===== src/rtl/readahead_ring_buffer_control_defines.svh =====
// ----------------------------------------------------------------------------
// Read-ahead ring buffer control - assertion macros
// Shared assertion helpers for the controller checks.
// ----------------------------------------------------------------------------
`ifndef READAHEAD_RING_BUFFER_CONTROL_DEFINES_SVH
`define READAHEAD_RING_BUFFER_CONTROL_DEFINES_SVH

// same-cycle implication, disabled in reset
`define RRBC_ASSERT_IMPL(label, clk, rst, ante, cons) \
   label: assert property (@(posedge clk) disable iff (rst) (ante) |-> (cons)) \
      else $error("rrbc check failed");

// next-cycle implication, disabled in reset
`define RRBC_ASSERT_NEXT(label, clk, rst, ante, cons) \
   label: assert property (@(posedge clk) disable iff (rst) (ante) |=> (cons)) \
      else $error("rrbc check failed");

`endif


===== src/rtl/rrbc_pkg.sv =====
// ----------------------------------------------------------------------------
// Read-ahead ring buffer control - package
// Widths, codes and controller/datapath interface types.
// ----------------------------------------------------------------------------
package rrbc_pkg;

   localparam int OFS_W  = 64;
   localparam int AMT_W  = 21;
   localparam int POS_W  = 20;
   localparam int OP_W   = 3;
   localparam int ACT_W  = 3;
   localparam int THR_W  = 61;
   localparam int CSR_IW = 2;
   localparam int CSR_DW = 64;

   localparam int DEF_RING_BITS = 20;

   // operation codes
   localparam logic [OP_W-1:0] OP_PLAN      = 3'd0;
   localparam logic [OP_W-1:0] OP_SEEK_DONE = 3'd1;
   localparam logic [OP_W-1:0] OP_READ_DONE = 3'd2;
   localparam logic [OP_W-1:0] OP_RSEEK     = 3'd3;
   localparam logic [OP_W-1:0] OP_RREAD     = 3'd4;
   localparam logic [OP_W-1:0] OP_PAUSE     = 3'd5;

   // action codes
   localparam logic [ACT_W-1:0] ACT_NONE     = 3'd0;
   localparam logic [ACT_W-1:0] ACT_PAUSE    = 3'd1;
   localparam logic [ACT_W-1:0] ACT_SEEK     = 3'd2;
   localparam logic [ACT_W-1:0] ACT_READ     = 3'd3;
   localparam logic [ACT_W-1:0] ACT_DELIVER  = 3'd4;
   localparam logic [ACT_W-1:0] ACT_NOTREADY = 3'd5;
   localparam logic [ACT_W-1:0] ACT_END      = 3'd6;
   localparam logic [ACT_W-1:0] ACT_FAILED   = 3'd7;

   // register indexes
   localparam logic [CSR_IW-1:0] CSR_RING_SIZE   = 2'd0;
   localparam logic [CSR_IW-1:0] CSR_CHUNK_LIMIT = 2'd1;
   localparam logic [CSR_IW-1:0] CSR_SKIP_THRESH = 2'd2;
   localparam logic [CSR_IW-1:0] CSR_SEEK_EN     = 2'd3;

   localparam logic [AMT_W-1:0] RST_RING_SIZE = 21'd1048576;
   localparam logic [AMT_W-1:0] RST_CHUNK     = 21'd16384;
   localparam logic [THR_W-1:0] RST_SKIP      = 61'd16384;

   // completion kinds after the modulo pass
   typedef enum logic [1:0] {
      FIN_READ,
      FIN_POS,
      FIN_DELIVER
   } fin_kind_type;

   typedef struct packed {
      logic load;
      logic decide;
      logic finish;
   } cmd_type;

   typedef struct packed {
      logic need_mod;
      logic mod_done;
   } status_type;

endpackage


===== src/rtl/rrbc_mod.sv =====
// ----------------------------------------------------------------------------
// Read-ahead ring buffer control - modulo unit
// Bit-serial restoring remainder of a 64-bit offset by the ring size.
// ----------------------------------------------------------------------------
module rrbc_mod (
   input  logic                       clock,
   input  logic                       reset,
   input  logic                       start,
   input  logic [rrbc_pkg::OFS_W-1:0] dividend,
   input  logic [rrbc_pkg::AMT_W-1:0] divisor,
   output logic                       done,
   output logic [rrbc_pkg::AMT_W-1:0] remainder
);
   import rrbc_pkg::*;

   localparam int CNT_W = $clog2(OFS_W + 1);

   logic [OFS_W-1:0] shift_ff, shift_in;
   logic [AMT_W-1:0] div_ff, div_in;
   logic [AMT_W:0]   rem_ff, rem_in;
   logic [CNT_W-1:0] cnt_ff, cnt_in;
   logic             busy_ff, busy_in;
   logic             done_ff, done_in;
   logic [AMT_W:0]   trial;

   // one quotient bit per cycle
   always_comb begin
      shift_in = shift_ff;
      div_in   = div_ff;
      rem_in   = rem_ff;
      cnt_in   = cnt_ff;
      busy_in  = busy_ff;
      done_in  = 1'b0;
      trial    = {rem_ff[AMT_W-1:0], shift_ff[OFS_W-1]};
      if (start) begin
         shift_in = dividend;
         div_in   = divisor;
         rem_in   = '0;
         cnt_in   = CNT_W'(OFS_W);
         busy_in  = 1'b1;
      end else if (busy_ff) begin
         shift_in = {shift_ff[OFS_W-2:0], 1'b0};
         if (trial >= {1'b0, div_ff}) begin
            rem_in = trial - {1'b0, div_ff};
         end else begin
            rem_in = trial;
         end
         cnt_in = cnt_ff - 1'b1;
         if (cnt_ff == CNT_W'(1)) begin
            busy_in = 1'b0;
            done_in = 1'b1;
         end
      end
   end

   always_ff @(posedge clock) begin
      if (reset) begin
         busy_ff <= 1'b0;
         done_ff <= 1'b0;
         cnt_ff  <= '0;
      end else begin
         busy_ff <= busy_in;
         done_ff <= done_in;
         cnt_ff  <= cnt_in;
      end
      shift_ff <= shift_in;
      div_ff   <= div_in;
      rem_ff   <= rem_in;
   end

   assign done      = done_ff;
   assign remainder = rem_ff[AMT_W-1:0];

endmodule


===== src/rtl/rrbc_dp.sv =====
// ----------------------------------------------------------------------------
// Read-ahead ring buffer control - datapath
// Window state, configuration, per-item decisions and result registers.
// ----------------------------------------------------------------------------
module rrbc_dp #(
   parameter int RING_BITS = rrbc_pkg::DEF_RING_BITS
) (
   input  logic                        clock,
   input  logic                        reset,
   input  rrbc_pkg::cmd_type           cmd,
   output rrbc_pkg::status_type        status,
   input  logic [rrbc_pkg::OP_W-1:0]   req_operation,
   input  logic [rrbc_pkg::OFS_W-1:0]  req_offset,
   input  logic [rrbc_pkg::AMT_W-1:0]  req_amount,
   input  logic                        req_flag,
   input  logic                        csr_write,
   input  logic [rrbc_pkg::CSR_IW-1:0] csr_index,
   input  logic [rrbc_pkg::CSR_DW-1:0] csr_data,
   output logic [rrbc_pkg::ACT_W-1:0]  rsp_action,
   output logic [rrbc_pkg::POS_W-1:0]  rsp_position,
   output logic [rrbc_pkg::AMT_W-1:0]  rsp_length,
   output logic [rrbc_pkg::OFS_W-1:0]  rsp_target,
   output logic                        rsp_pause_value
);
   import rrbc_pkg::*;

   localparam logic [31:0] RING_CAP = 32'd1 << RING_BITS;

   // configuration
   logic [AMT_W-1:0] ring_size_ff, chunk_ff;
   logic [THR_W-1:0] skip_ff;
   logic             seek_en_ff;

   // window state
   logic [OFS_W-1:0] base_ff, base_in;
   logic [OFS_W-1:0] reader_ff, reader_in;
   logic [AMT_W-1:0] fill_ff, fill_in;
   logic end_ff, end_in, failed_ff, failed_in;
   logic pw_ff, pw_in, up_ff, up_in;

   // captured item
   logic [OP_W-1:0]  op_ff, op_in;
   logic [OFS_W-1:0] ofs_ff, ofs_in;
   logic [AMT_W-1:0] amt_ff, amt_in;
   logic             flag_ff, flag_in;

   // working and result registers
   logic [AMT_W-1:0] len_ff, len_in;
   fin_kind_type     fin_ff, fin_in;
   logic [ACT_W-1:0] act_ff, act_in;
   logic [POS_W-1:0] pos_ff, pos_in;
   logic [AMT_W-1:0] olen_ff, olen_in;
   logic [OFS_W-1:0] tgt_ff, tgt_in;
   logic             pv_ff, pv_in;

   logic [AMT_W-1:0] ring, chunk, room, take, copy, mod_res, clip;
   logic [OFS_W-1:0] history, mod_x;
   logic [AMT_W:0]   end_sum;
   logic             need_mod, at_end, mod_done;

   // effective ring size and chunk
   always_comb begin
      if ({11'b0, ring_size_ff} > RING_CAP) begin
         ring = RING_CAP[AMT_W-1:0];
      end else begin
         ring = ring_size_ff;
      end
      if (ring == '0) begin
         ring = AMT_W'(1);
      end
      chunk = (chunk_ff > ring) ? ring : chunk_ff;
      if (chunk == '0) begin
         chunk = AMT_W'(1);
      end
   end

   // configuration writes
   always_ff @(posedge clock) begin
      if (reset) begin
         ring_size_ff <= RST_RING_SIZE;
         chunk_ff     <= RST_CHUNK;
         skip_ff      <= RST_SKIP;
         seek_en_ff   <= 1'b0;
      end else if (csr_write) begin
         case (csr_index)
            CSR_RING_SIZE:   ring_size_ff <= csr_data[AMT_W-1:0];
            CSR_CHUNK_LIMIT: chunk_ff     <= csr_data[AMT_W-1:0];
            CSR_SKIP_THRESH: skip_ff      <= csr_data[THR_W-1:0];
            CSR_SEEK_EN:     seek_en_ff   <= csr_data[0];
            default: ;
         endcase
      end
   end

   // decide and finish steps
   always_comb begin
      base_in = base_ff;  reader_in = reader_ff; fill_in = fill_ff;
      end_in = end_ff;    failed_in = failed_ff;
      pw_in = pw_ff;      up_in = up_ff;
      op_in = op_ff;      ofs_in = ofs_ff;  amt_in = amt_ff;  flag_in = flag_ff;
      len_in = len_ff;    fin_in = fin_ff;
      act_in = act_ff;    pos_in = pos_ff;  olen_in = olen_ff;
      tgt_in = tgt_ff;    pv_in = pv_ff;
      need_mod = 1'b0;
      mod_x    = '0;
      history  = reader_ff - base_ff;
      room     = (fill_ff < ring) ? ring - fill_ff : '0;
      take     = '0;
      copy     = '0;
      at_end   = 1'b0;
      end_sum  = {1'b0, mod_res} + {1'b0, len_ff};
      clip     = (end_sum > {1'b0, ring}) ? ring - mod_res : len_ff;

      if (cmd.load) begin
         op_in   = req_operation;
         ofs_in  = req_offset;
         amt_in  = req_amount;
         flag_in = req_flag;
      end

      if (cmd.decide) begin
         act_in = ACT_NONE; pos_in = '0; olen_in = '0; tgt_in = '0; pv_in = 1'b0;
         case (op_ff)
            OP_PLAN: begin
               if (pw_ff != up_ff) begin
                  up_in  = pw_ff;
                  act_in = ACT_PAUSE;
                  pv_in  = pw_ff;
               end else if (up_ff || failed_ff) begin
                  act_in = ACT_NONE;
               end else if (reader_ff < base_ff) begin
                  act_in = ACT_SEEK;
                  tgt_in = reader_ff;
               end else if (end_ff) begin
                  act_in = ACT_NONE;
               end else if (seek_en_ff &&
                            history >= ({43'b0, fill_ff} + {3'b0, skip_ff})) begin
                  act_in = ACT_SEEK;
                  tgt_in = reader_ff;
               end else if (fill_ff >= ring) begin
                  if (history != '0) begin
                     // drop history, then read at the same ring edge
                     take = (history > {43'b0, chunk}) ? chunk : history[AMT_W-1:0];
                     if (take > fill_ff) begin
                        take = fill_ff;
                     end
                     base_in  = base_ff + {43'b0, take};
                     fill_in  = fill_ff - take;
                     len_in   = take;
                     fin_in   = FIN_READ;
                     need_mod = 1'b1;
                     mod_x    = base_ff + {43'b0, fill_ff};
                  end
               end else begin
                  len_in   = (ring - fill_ff > chunk) ? chunk : ring - fill_ff;
                  fin_in   = FIN_READ;
                  need_mod = 1'b1;
                  mod_x    = base_ff + {43'b0, fill_ff};
               end
            end
            OP_SEEK_DONE: begin
               if (flag_ff) begin
                  base_in = ofs_ff;
                  fill_in = '0;
                  end_in  = 1'b0;
               end else begin
                  failed_in = 1'b1;
               end
            end
            OP_READ_DONE: begin
               if (!flag_ff) begin
                  if (amt_ff == '0) begin
                     end_in = 1'b1;
                  end
                  fill_in = fill_ff + ((amt_ff > room) ? room : amt_ff);
               end
            end
            OP_RSEEK: begin
               reader_in = ofs_ff;
               failed_in = 1'b0;
               fin_in    = FIN_POS;
               need_mod  = 1'b1;
               mod_x     = ofs_ff;
            end
            OP_RREAD: begin
               if (amt_ff == '0) begin
                  len_in   = '0;
                  fin_in   = FIN_DELIVER;
                  need_mod = 1'b1;
                  mod_x    = reader_ff;
               end else begin
                  pw_in = 1'b0;
                  if (reader_ff >= base_ff) begin
                     if (history >= {43'b0, fill_ff}) begin
                        at_end = end_ff;
                     end else begin
                        copy = fill_ff - history[AMT_W-1:0];
                     end
                  end
                  if (copy == '0) begin
                     if (at_end) begin
                        act_in = ACT_END;
                     end else if (failed_ff) begin
                        act_in = ACT_FAILED;
                     end else begin
                        act_in = ACT_NOTREADY;
                     end
                  end else begin
                     len_in   = (copy > amt_ff) ? amt_ff : copy;
                     fin_in   = FIN_DELIVER;
                     need_mod = 1'b1;
                     mod_x    = reader_ff;
                  end
               end
            end
            OP_PAUSE: begin
               pw_in = flag_ff;
            end
            default: ;
         endcase
      end

      if (cmd.finish) begin
         pos_in = mod_res[POS_W-1:0];
         case (fin_ff)
            FIN_READ: begin
               act_in  = ACT_READ;
               olen_in = clip;
            end
            FIN_DELIVER: begin
               act_in    = ACT_DELIVER;
               olen_in   = clip;
               reader_in = reader_ff + {43'b0, clip};
            end
            default: begin
               act_in  = ACT_NONE;
               olen_in = '0;
            end
         endcase
      end
   end

   // state and result registers
   always_ff @(posedge clock) begin
      if (reset) begin
         base_ff   <= '0;
         reader_ff <= '0;
         fill_ff   <= '0;
         end_ff    <= 1'b0;
         failed_ff <= 1'b0;
         pw_ff     <= 1'b0;
         up_ff     <= 1'b0;
      end else begin
         base_ff   <= base_in;
         reader_ff <= reader_in;
         fill_ff   <= fill_in;
         end_ff    <= end_in;
         failed_ff <= failed_in;
         pw_ff     <= pw_in;
         up_ff     <= up_in;
      end
      op_ff   <= op_in;
      ofs_ff  <= ofs_in;
      amt_ff  <= amt_in;
      flag_ff <= flag_in;
      len_ff  <= len_in;
      fin_ff  <= fin_in;
      act_ff  <= act_in;
      pos_ff  <= pos_in;
      olen_ff <= olen_in;
      tgt_ff  <= tgt_in;
      pv_ff   <= pv_in;
   end

   // ring index of an offset
   rrbc_mod u_mod (
      .clock     (clock),
      .reset     (reset),
      .start     (cmd.decide && need_mod),
      .dividend  (mod_x),
      .divisor   (ring),
      .done      (mod_done),
      .remainder (mod_res)
   );

   assign status.need_mod = need_mod;
   assign status.mod_done = mod_done;
   assign rsp_action      = act_ff;
   assign rsp_position    = pos_ff;
   assign rsp_length      = olen_ff;
   assign rsp_target      = tgt_ff;
   assign rsp_pause_value = pv_ff;

endmodule


===== src/rtl/rrbc_ctrl.sv =====
// ----------------------------------------------------------------------------
// Read-ahead ring buffer control - controller
// Sequences one item: capture, decide, modulo wait, result hand-off.
// ----------------------------------------------------------------------------
`include "readahead_ring_buffer_control_defines.svh"

module rrbc_ctrl (
   input  logic                 clock,
   input  logic                 reset,
   input  logic                 req_valid,
   output logic                 req_ready,
   output logic                 rsp_valid,
   input  logic                 rsp_ready,
   output rrbc_pkg::cmd_type    cmd,
   input  rrbc_pkg::status_type status
);
   import rrbc_pkg::*;

   typedef enum logic [1:0] {
      ST_IDLE,
      ST_DECIDE,
      ST_MOD,
      ST_RESP
   } state_type;

   state_type state_ff;
   logic      req_ready_ff;
   logic      rsp_valid_ff;
   logic      req_xfer, rsp_xfer;

   assign req_xfer   = req_valid && req_ready_ff;
   assign rsp_xfer   = rsp_valid_ff && rsp_ready;
   assign cmd.load   = req_xfer;
   assign cmd.decide = (state_ff == ST_DECIDE);
   assign cmd.finish = (state_ff == ST_MOD) && status.mod_done;

   // state and registered handshake outputs
   always_ff @(posedge clock) begin
      if (reset) begin
         state_ff     <= ST_IDLE;
         req_ready_ff <= 1'b1;
         rsp_valid_ff <= 1'b0;
      end else begin
         case (state_ff)
            ST_IDLE: begin
               if (req_xfer) begin
                  state_ff     <= ST_DECIDE;
                  req_ready_ff <= 1'b0;
               end
            end
            ST_DECIDE: begin
               if (status.need_mod) begin
                  state_ff <= ST_MOD;
               end else begin
                  state_ff     <= ST_RESP;
                  rsp_valid_ff <= 1'b1;
               end
            end
            ST_MOD: begin
               if (status.mod_done) begin
                  state_ff     <= ST_RESP;
                  rsp_valid_ff <= 1'b1;
               end
            end
            ST_RESP: begin
               if (rsp_xfer) begin
                  state_ff     <= ST_IDLE;
                  rsp_valid_ff <= 1'b0;
                  req_ready_ff <= 1'b1;
               end
            end
            default: begin
               state_ff     <= ST_IDLE;
               req_ready_ff <= 1'b1;
               rsp_valid_ff <= 1'b0;
            end
         endcase
      end
   end

   assign req_ready = req_ready_ff;
   assign rsp_valid = rsp_valid_ff;

   // checks
   `RRBC_ASSERT_IMPL(a_one_side, clock, reset, req_ready_ff, !rsp_valid_ff)
   `RRBC_ASSERT_NEXT(a_take_decide, clock, reset, req_xfer, state_ff == ST_DECIDE)
   `RRBC_ASSERT_NEXT(a_rsp_reopen, clock, reset, rsp_xfer, req_ready_ff)
   `RRBC_ASSERT_IMPL(a_done_in_mod, clock, reset, status.mod_done, state_ff == ST_MOD)

endmodule


===== src/rtl/readahead_ring_buffer_control.sv =====
// ----------------------------------------------------------------------------
// Read-ahead ring buffer control - top level
// Planning and bookkeeping for a read-ahead ring between source and reader.
// ----------------------------------------------------------------------------
// Usage:
//   req_* carries one item (plan, seek_done, read_done, reader seek, reader
//   read, pause); rsp_* returns exactly one result per item. csr_* writes the
//   ring size, chunk limit, skip threshold and seek enable; write only while
//   no item is in flight. csr_ready is always high.
//   One item is worked on at a time. Items that need a ring index (plan read,
//   reader seek, reader read) wait between transfer and rsp_valid for the
//   bit-serial 64-bit modulo unit (one bit per cycle); all other items go
//   from the decide step straight to the result. req_ready returns the
//   cycle after the result transfer, so no new item is taken before it.
//   Reset clears the window state and loads the register defaults.
//   While rsp_ready is low the result holds in its output register and no
//   new item is taken.
// ----------------------------------------------------------------------------
module readahead_ring_buffer_control #(
   parameter int RING_BITS = rrbc_pkg::DEF_RING_BITS
) (
   input  logic                        clock,
   input  logic                        reset,
   input  logic                        req_valid,
   output logic                        req_ready,
   input  logic [rrbc_pkg::OP_W-1:0]   req_operation,
   input  logic [rrbc_pkg::OFS_W-1:0]  req_offset,
   input  logic [rrbc_pkg::AMT_W-1:0]  req_amount,
   input  logic                        req_flag,
   output logic                        rsp_valid,
   input  logic                        rsp_ready,
   output logic [rrbc_pkg::ACT_W-1:0]  rsp_action,
   output logic [rrbc_pkg::POS_W-1:0]  rsp_position,
   output logic [rrbc_pkg::AMT_W-1:0]  rsp_length,
   output logic [rrbc_pkg::OFS_W-1:0]  rsp_target,
   output logic                        rsp_pause_value,
   input  logic                        csr_valid,
   output logic                        csr_ready,
   input  logic [rrbc_pkg::CSR_IW-1:0] csr_index,
   input  logic [rrbc_pkg::CSR_DW-1:0] csr_data
);
   import rrbc_pkg::*;

   cmd_type    cmd;
   status_type status;

   assign csr_ready = 1'b1;

   // sequencing
   rrbc_ctrl u_ctrl (
      .clock     (clock),
      .reset     (reset),
      .req_valid (req_valid),
      .req_ready (req_ready),
      .rsp_valid (rsp_valid),
      .rsp_ready (rsp_ready),
      .cmd       (cmd),
      .status    (status)
   );

   // state, registers and results
   rrbc_dp #(
      .RING_BITS (RING_BITS)
   ) u_dp (
      .clock           (clock),
      .reset           (reset),
      .cmd             (cmd),
      .status          (status),
      .req_operation   (req_operation),
      .req_offset      (req_offset),
      .req_amount      (req_amount),
      .req_flag        (req_flag),
      .csr_write       (csr_valid),
      .csr_index       (csr_index),
      .csr_data        (csr_data),
      .rsp_action      (rsp_action),
      .rsp_position    (rsp_position),
      .rsp_length      (rsp_length),
      .rsp_target      (rsp_target),
      .rsp_pause_value (rsp_pause_value)
   );

endmodule


===== config.mk =====
export PLATFORM = sky130hd
export DESIGN_NAME = readahead_ring_buffer_control
export DESIGN_NICKNAME = d
export VERILOG_FILES = /design/src/rtl/rrbc_pkg.sv /design/src/rtl/rrbc_mod.sv /design/src/rtl/rrbc_dp.sv /design/src/rtl/rrbc_ctrl.sv /design/src/rtl/readahead_ring_buffer_control.sv
export VERILOG_INCLUDE_DIRS = /design/src /design/src/rtl
export SDC_FILE = /design/constraint.sdc
export NUM_CORES = 2
export LEC_CHECK = 0
export BUFFER_PORTS_ARGS = -buffer_cell sky130_fd_sc_hd__clkbuf_2
export CORE_MARGIN = 5
export CORE_UTILIZATION = 55
export CTS_CLUSTER_DIAMETER = 120
export CTS_CLUSTER_SIZE = 40
export DETAILED_ROUTE_END_ITERATION = 8
export PLACE_DENSITY = 0.72
export SLEW_MARGIN = 5
export SYNTH_ARGS = -nofsm -noshare
export SYNTH_HDL_FRONTEND = slang
export SYNTH_SLANG_ARGS = --single-unit

===== constraint.sdc =====
create_clock -name clock -period 21.9 [get_ports clock]
set_input_delay 5.475 -clock clock [delete_from_list [all_inputs] [get_ports clock]]
set_output_delay 5.475 -clock clock [all_outputs]
set_load 0.05 [all_outputs]

=== Word level (Yosys, flattened, before mapping) ===
Cells that the tools add are included.
Widths: inputs -> output; s select.

* Add/subtract/negate cells: 13
* $mul: 0
* Div/mod/pow operators: 0
* Magnitude comparators: 15
* Equality and inequality tests: 32
* Shifts and indexed selects: 0
* Multiplexer cells: 145
* Bitwise operators: 2
* Reduce and logical (&&, ||, !) cells: 46

{| class="wikitable"
|+ Operators by type and width
! kind !! count
|-
| $mux 64 || 27
|-
| $mux 21 || 47
|-
| $add 64x21->64 || 3
|-
| $pmux 64 s3 || 1
|-
| $ge 64x64->1 || 2
|-
| $pmux 64 s2 || 1
|-
| $gt 21x21->1 || 5
|-
| $sub 21x21->21 || 5
|-
| $logic_not 21->1 || 4
|-
| $ge 64x21->1 || 1
|-
| $gt 64x21->1 || 1
|-
| $lt 64x64->1 || 1
|-
| $reduce_bool 64->1 || 1
|-
| $sub 64x64->64 || 1
|-
| $pmux 21 s3 || 1
|-
| $add 21x61->62 || 1
|-
| $pmux 21 s2 || 1
|-
| $mux 20 || 2
|-
| $mux 1 || 30
|-
| $mux 2 || 14
|-
| $mux 3 || 9
|-
| $add 21x21->22 || 1
|-
| $ge 22x21->1 || 1
|-
| $gt 22x21->1 || 1
|-
| 38 further kinds || 92
|}

* Register bits after elaboration: 597
* Bits in latches: 0
* Bits in writable memories: 0
* Bits in read-only memories: 0
* Bits of input ports: 160
* Output and inout port bits: 112
* Logic and storage cells: 285
* Memories: 0

=== Longest topological paths before layout ===
* Depth in word-level cells: 30
* Gate-level depth with buffers: 71
* Depth with buffers taken out: 68

=== Hierarchy ===
A second synthesis with hierarchy kept.

* Cell total of the unflattened synthesis: 5826
* Area, all modules: 48482.7 µm²

{| class="wikitable"
|+ Modules (own cells, without submodules)
! module !! times used !! cells an instance !! area each (µm²) !! sequential area each (µm²)
|-
| rrbc_dp || 1 || 5326 || 42413.2 || 11781.3
|-
| rrbc_mod || 1 || 463 || 5740.5 || 3153.0
|-
| rrbc_ctrl || 1 || 35 || 317.8 || 80.1
|-
| readahead_ring_buffer_control || 1 || 2 || 11.3 || 0.0
|}

=== Worst setup path before layout ===
OpenSTA, ideal clock, no wires.

* Path kind: flip-flop to flip-flop
* Start: reg u_dp.ring_size_ff[8]
* End: reg u_dp.base_ff[38]
* Setup time: 0.070 ns
* Arrival: 12.580 ns
* Data required time: 21.830 ns
* Path slack: 9.250 ns
* Stages on the path, launching flop included: 64
* Path buffers: 7
* Period minus slack after synthesis: 12.650 ns
* Path through: dfxtp_1 -> or4_1 -> nor4_1 -> nand2b_1 -> and2_1 -> inv_1 -> ha_1 -> and3_1 -> nand3_1 -> nor2_1 -> a211oi_1 -> o21ai_0 -> o21ai_1 -> clkbuf_1 -> buf_1 -> mux2i_1 -> ha_1 -> nor2b_1 -> [... 28 more ...] -> o21ai_0 -> a21boi_0 -> o21ai_0 -> a21boi_0 -> o21ai_0 -> a21oi_1 -> o21ai_0 -> a2111o_1 -> a31oi_1 -> o211ai_1 -> nand2_1 -> a41oi_1 -> clkbuf_1 -> nor2_1 -> or4b_2 -> o31ai_1 -> nand2_1 -> a21oi_1

* Cells in the longest elaborated chain, start to end: 30
* Elaborated cells on any way between the ends: 33
* Classes of those cells: add/sub (1); order compare (5); eq/ne (1); mux (23); reduce/logical (3)

{| class="wikitable"
|+ RTL lines
! what !! line !! text
|-
| from (decl) || rrbc_dp.sv:30 || <nowiki>logic [AMT_W-1:0] ring_size_ff, chunk_ff;</nowiki>
|-
| from (signal assigned) || rrbc_dp.sv:86 || <nowiki>CSR_RING_SIZE: ring_size_ff <= csr_data[AMT_W-1:0];</nowiki>
|-
| $gt 21x21->1 || rrbc_dp.sv:63 || <nowiki>if ({11'b0, ring_size_ff} > RING_CAP) begin</nowiki>
|-
| $mux 21 (*) || rrbc_dp.sv:63 ||
|-
| $logic_not 21->1 || rrbc_dp.sv:68 || <nowiki>if (ring == '0) begin</nowiki>
|-
| $mux 21 (*) || rrbc_dp.sv:68 ||
|-
| net u_dp.ring[16] || rrbc_dp.sv:56 || <nowiki>logic [AMT_W-1:0] ring, chunk, room, take, copy, mod_res, clip;</nowiki>
|-
| $gt 21x21->1 || rrbc_dp.sv:71 || <nowiki>chunk = (chunk_ff > ring) ? ring : chunk_ff;</nowiki>
|-
| $mux 21 || rrbc_dp.sv:71 ||
|-
| $logic_not 21->1 || rrbc_dp.sv:72 || <nowiki>if (chunk == '0) begin</nowiki>
|-
| [... 15 more ...] || - ||
|-
| $mux 64 || rrbc_dp.sv:141 || <nowiki>if (history != '0) begin</nowiki>
|-
| $mux 64 || rrbc_dp.sv:140 || <nowiki>end else if (fill_ff >= ring) begin</nowiki>
|-
| $mux 64 || rrbc_dp.sv:136 || <nowiki>end else if (seek_en_ff &&</nowiki>
|-
| $mux 64 || rrbc_dp.sv:134 || <nowiki>end else if (end_ff) begin</nowiki>
|-
| $mux 64 || rrbc_dp.sv:131 || <nowiki>end else if (reader_ff < base_ff) begin</nowiki>
|-
| $mux 64 || rrbc_dp.sv:129 || <nowiki>end else if (up_ff || failed_ff) begin</nowiki>
|-
| $mux 64 || rrbc_dp.sv:125 || <nowiki>if (pw_ff != up_ff) begin</nowiki>
|-
| $pmux 64 s2 || rrbc_dp.sv:123 || <nowiki>case (op_ff)</nowiki>
|-
| to (signal assigned) || rrbc_dp.sv:254 || <nowiki>base_ff <= base_in;</nowiki>
|-
| to (decl) || rrbc_dp.sv:35 || <nowiki>logic [OFS_W-1:0] base_ff, base_in;</nowiki>
|}

The timed path passes the listed nets; every way through them passes the cells marked *. The select of a mux whose other input is x is not followed.
A chain may end at the register's enable or synchronous reset.

=== Worst setup path after layout ===
* Start: reg u_dp.ring_size_ff[8]
* End: reg u_dp.fill_ff[20]

* Cells in the longest elaborated chain, start to end: 30
* Elaborated cells on any way between the ends: 40
* Classes of those cells: add/sub (3); order compare (7); eq/ne (1); mux (26); reduce/logical (3)

{| class="wikitable"
|+ RTL lines
! what !! line !! text
|-
| $gt 21x21->1 || rrbc_dp.sv:63 ||
|-
| $mux 21 (*) || rrbc_dp.sv:63 ||
|-
| $logic_not 21->1 || rrbc_dp.sv:68 ||
|-
| $mux 21 (*) || rrbc_dp.sv:68 ||
|-
| net u_dp.ring[16] || rrbc_dp.sv:56 ||
|-
| $gt 21x21->1 || rrbc_dp.sv:71 ||
|-
| $mux 21 || rrbc_dp.sv:71 ||
|-
| $logic_not 21->1 || rrbc_dp.sv:72 ||
|-
| [... 15 more ...] || - ||
|-
| $mux 21 || rrbc_dp.sv:141 ||
|-
| $mux 21 || rrbc_dp.sv:140 ||
|-
| $mux 21 || rrbc_dp.sv:136 ||
|-
| $mux 21 || rrbc_dp.sv:134 ||
|-
| $mux 21 || rrbc_dp.sv:131 ||
|-
| $mux 21 || rrbc_dp.sv:129 ||
|-
| $mux 21 || rrbc_dp.sv:125 ||
|-
| $pmux 21 s3 || rrbc_dp.sv:123 ||
|-
| to (signal assigned) || rrbc_dp.sv:256 || <nowiki>fill_ff <= fill_in;</nowiki>
|-
| to (decl) || rrbc_dp.sv:37 || <nowiki>logic [AMT_W-1:0] fill_ff, fill_in;</nowiki>
|}

Marked as above.

==> metrics.cfg <==
[status]
outcome = finished, final reports clean

[worst_setup_path]
criticalPathCategory = register to register
cp_num_cells = 66
rrSetupSlack_ns = 6.22
crit_start = u_dp.ring_size_ff[8]
critical-path-slowest-cell = or4_1
required_ns = 22.51
critPathCapture = u_dp.fill_ff[20]
path_common_cell = o21ai_0
r2r_cells = 66
critPathCaptureType = register
reg2reg_from = u_dp.ring_size_ff[8]
rr_endpoint = u_dp.fill_ff[20]
critPathBufInv = 5
start_kind = register
crit_arrival_ns = 16.29
cp_max_fo = 33
path_delay_family = compound AO/OA/AOI/OAI gates
crit_path_max_incr_delay_ns = 0.57

[synth]
seq_area_frac_synth_pct = 31.5
yosysMostFrequentCell = nand2_1
synth-main-ff-cell = edfxtp_1
mappedNetlistArea_um2 = 47700
async_flop_share_pct = 0
syn_nets = 6487
yosys.area.top_type = edfxtp_1
ys_types = 99
synth_top_area_share_pct = 19.3
synth_edf_count = 306
synth_seq_cells = 597
synthTopCellsByArea = edfxtp_1 19%, ha_1 13%, dfxtp_1 12%, nand2_1 5.6%, a21oi_1 5.3%
syn_avg_cell_area_um2 = 8.23
yosysWarnings = 0
synth_commonest_cells = 714 x nand2_1, 534 x nor2_1, 513 x ha_1
synthCells = 5803

[floorplanning]
io_pins = 272
rows = 108
core_um2 = 86500
start_util_pct = 55.2
chipWidth_um = 305
die_y_um = 305
die-area_um2 = 92800

[power]
p_per_area_nw_per_um2 = 159
combPwrFrac_pct = 71.7
leakagePower_nw = 21.2
power_mw = 8.12
p_switching_mw = 4.35
clkPwrFrac_pct = 8.2
vdd.ir_drop.worst_uv = 166
p_seq_share_pct = 20.1
p_sw_share_pct = 53.6
internal_power_mw = 3.77

[timing]
skew_ns = 0.0358
rsz0062_at_grt = false
max_freq_mhz = 63.8
worstMarginPinSlew_ns = 1.22
finalCritPeriodShare_pct = 71.6
drv_slew = 0
hold_viol_final = 0
max-slew-margin-rel_pct = 17.6
final.setup.tns_ns = 0
period_minus_slack_ns = 15.68
setup_viol = 0

[route]
num_vias = 45600
ant_nets = 0
firstDrtPassIters = 8
vias_per_cell = 6.44
wl_per_cell_um = 24.4
finalWirelength_mm = 172
drt-initial-drc-count = 5680
drc = 0

[final_layout]
drive_gt1_share_pct = 8.01
finalNetCount = 6584
fillCellCount = 7987
syn2layout_area_growth_pct = 6.92

[clock_network]
cts_made_buffers = 24
cts_sinks = 597
clockBufferDepth = 3
holdBufCountCts = 0
clk_pin_slew_ns = 0.14
postCtsSetupBuffers = 0
cts.repair.resized = 0
clock_latency_ns = 0.67
tritoncts = done
clock-root-buffer = clkbuf_16
htreeDepth = 1

[grt]
grt_overflow = 0
antenna_found_initial = 5
grt_pass1_vias = 41700
grt_pass1_wl_mm = 256
grt_util_all_layers_pct = 35.3
grt_max_degree = 145

[job]
maxCapViolations = 0

[place]
gp_congestion = 1.05
numPortBuffers = 267
dp_hpwl_mm = 137

[hold_path]
hold_class = register to register

-- metrics by stage --
stage                     hold WS, ns  utilization [%]  cells  instance area [um^2]  worst slack, ns
after global placement          0.450             57.9   7029                 50100             6.98
after detailed placement        0.452             57.9   7029                 50100             6.94
after global routing            0.493             59.0   7072                 51000             5.47
after floorplan                 0.440                -   5803                 47700             9.25
final                           0.463             59.0   7073                 51000             6.22
after CTS                       0.466             59.0   7072                 51000             6.87
-- sequential cells by signal (all words and copies together), names as in the netlist, 2 cells and up --
signal	count
u_ctrl.state_ff	2
u_dp.amt_ff	21
u_dp.base_ff	64
u_dp.chunk_ff	21
u_dp.fill_ff	21
u_dp.fin_ff	2
u_dp.len_ff	21
u_dp.ofs_ff	64
u_dp.op_ff	3
u_dp.reader_ff	64
u_dp.ring_size_ff	21
u_dp.rsp_action	3
u_dp.rsp_length	21
u_dp.rsp_position	20
u_dp.rsp_target	64
u_dp.skip_ff	61
u_dp.u_mod.cnt_ff	7
u_dp.u_mod.div_ff	21
u_dp.u_mod.rem_ff	21
u_dp.u_mod.shift_ff	64
-- cell usage in the layout, fill, tap and decap left out, types with 15 or more instances in the layout --
| master | count |
|---|---|
| nor4_1 | 55 |
| mux2i_1 | 54 |
| o21bai_1 | 77 |
| nand3_1 | 132 |
| o211ai_1 | 36 |
| nand2b_1 | 28 |
| edfxtp_1 | 306 |
| a22oi_1 | 23 |
| clkbuf_2 | 266 |
| a221oi_1 | 56 |
| a211oi_1 | 125 |
| nor2b_1 | 53 |
| nor3_1 | 151 |
| o31ai_1 | 23 |
| or4_1 | 15 |
| a311oi_1 | 58 |
| dfxtp_1 | 291 |
| mux2_2 | 26 |
| clkbuf_16 | 24 |
| o21a_1 | 40 |
| nand4_1 | 112 |
| ha_1 | 512 |
| or2_2 | 20 |
| and3_1 | 51 |
| a21oi_1 | 507 |
| and2_1 | 107 |
| or3_1 | 35 |
| o21ai_0 | 241 |
| a21boi_0 | 38 |
| xor2_1 | 95 |
| nand2_1 | 712 |
| a31oi_1 | 36 |
| xnor2_1 | 209 |
| inv_1 | 345 |
| nor2_1 | 530 |
| buf_4 | 67 |
| o22ai_1 | 24 |
| a21o_1 | 175 |
-- routing by layer --
| metal | track usage [%] | vias up | part of all wire [%] |
|---|---|---|---|
| met4 | 13.5 | 4 | 5.0 |
| met1 | 53.6 | 21300 | 43 |
| li1 | - | 21300 | - |
| met3 | 7.38 | 347 | 13 |
| met2 | 48.8 | 2599 | 39 |
| met5 | 0 | - | 0.016 |
-- worst min-delay path by stage --
| stage | cells past startpoint | end | slack [ns] | from |
|---|---|---|---|---|
| finish | 2 | u_dp.skip_ff[13] | 0.46 | u_dp.skip_ff[13] |
| floorplan | 2 | u_dp.skip_ff[0] | 0.44 | u_dp.skip_ff[0] |
| global route | 2 | u_dp.skip_ff[13] | 0.49 | u_dp.skip_ff[13] |
| detailed placement | 2 | u_dp.skip_ff[13] | 0.45 | u_dp.skip_ff[13] |
| CTS | 2 | u_dp.skip_ff[13] | 0.47 | u_dp.skip_ff[13] |
| global placement | 2 | u_dp.skip_ff[13] | 0.45 | u_dp.skip_ff[13] |
-- tightest hold or removal path, stage by stage, from the launching register on --
cell and delay, ns:
dfxtp_1 0.32, nand2_1 0.05, a21oi_1 0.05
-- power by group through the flow --
stage	Sequential, mW	Clock [mW]	Combinational [mW]
3_5_place_dp	1.64	0	5.63
5_1_grt	1.64	0.710	6.29
3_3_place_gp	1.64	0	5.54
6_report	1.63	0.662	5.83
2_1_floorplan	1.75	0	3.89
4_1_cts	1.62	0.669	5.67
-- final cells by class --
cell class	count	area [um^2]	area share, %
diodes	1	2.50	0.00490
clock buffers	27	612	1.20
clock inverters	16	307	0.601
inverters	349	1310	2.57
multi-input cells	4593	30500	59.7
flip-flops and latches	597	15000	29.4
well taps	1155	1450	2.83
repair buffers	335	1870	3.66
-- cell families (layout without fill, tap and decap cells) --
logic type / count (synthesis) / in the layout / synth area share (%)
simple gates: 2072 / 2072 / 20.2
compound gates: 1612 / 1612 / 22.2
buf+inv: 613 / 727 / 4.89
flops: 597 / 597 / 31.5
fa+ha+maj: 524 / 524 / 13.9
xor+xnor: 304 / 304 / 5.58
mux: 80 / 80 / 1.75
other cells: 1 / 2 / 0.00786
No activity file was read; power rests on OpenSTA's default activity.
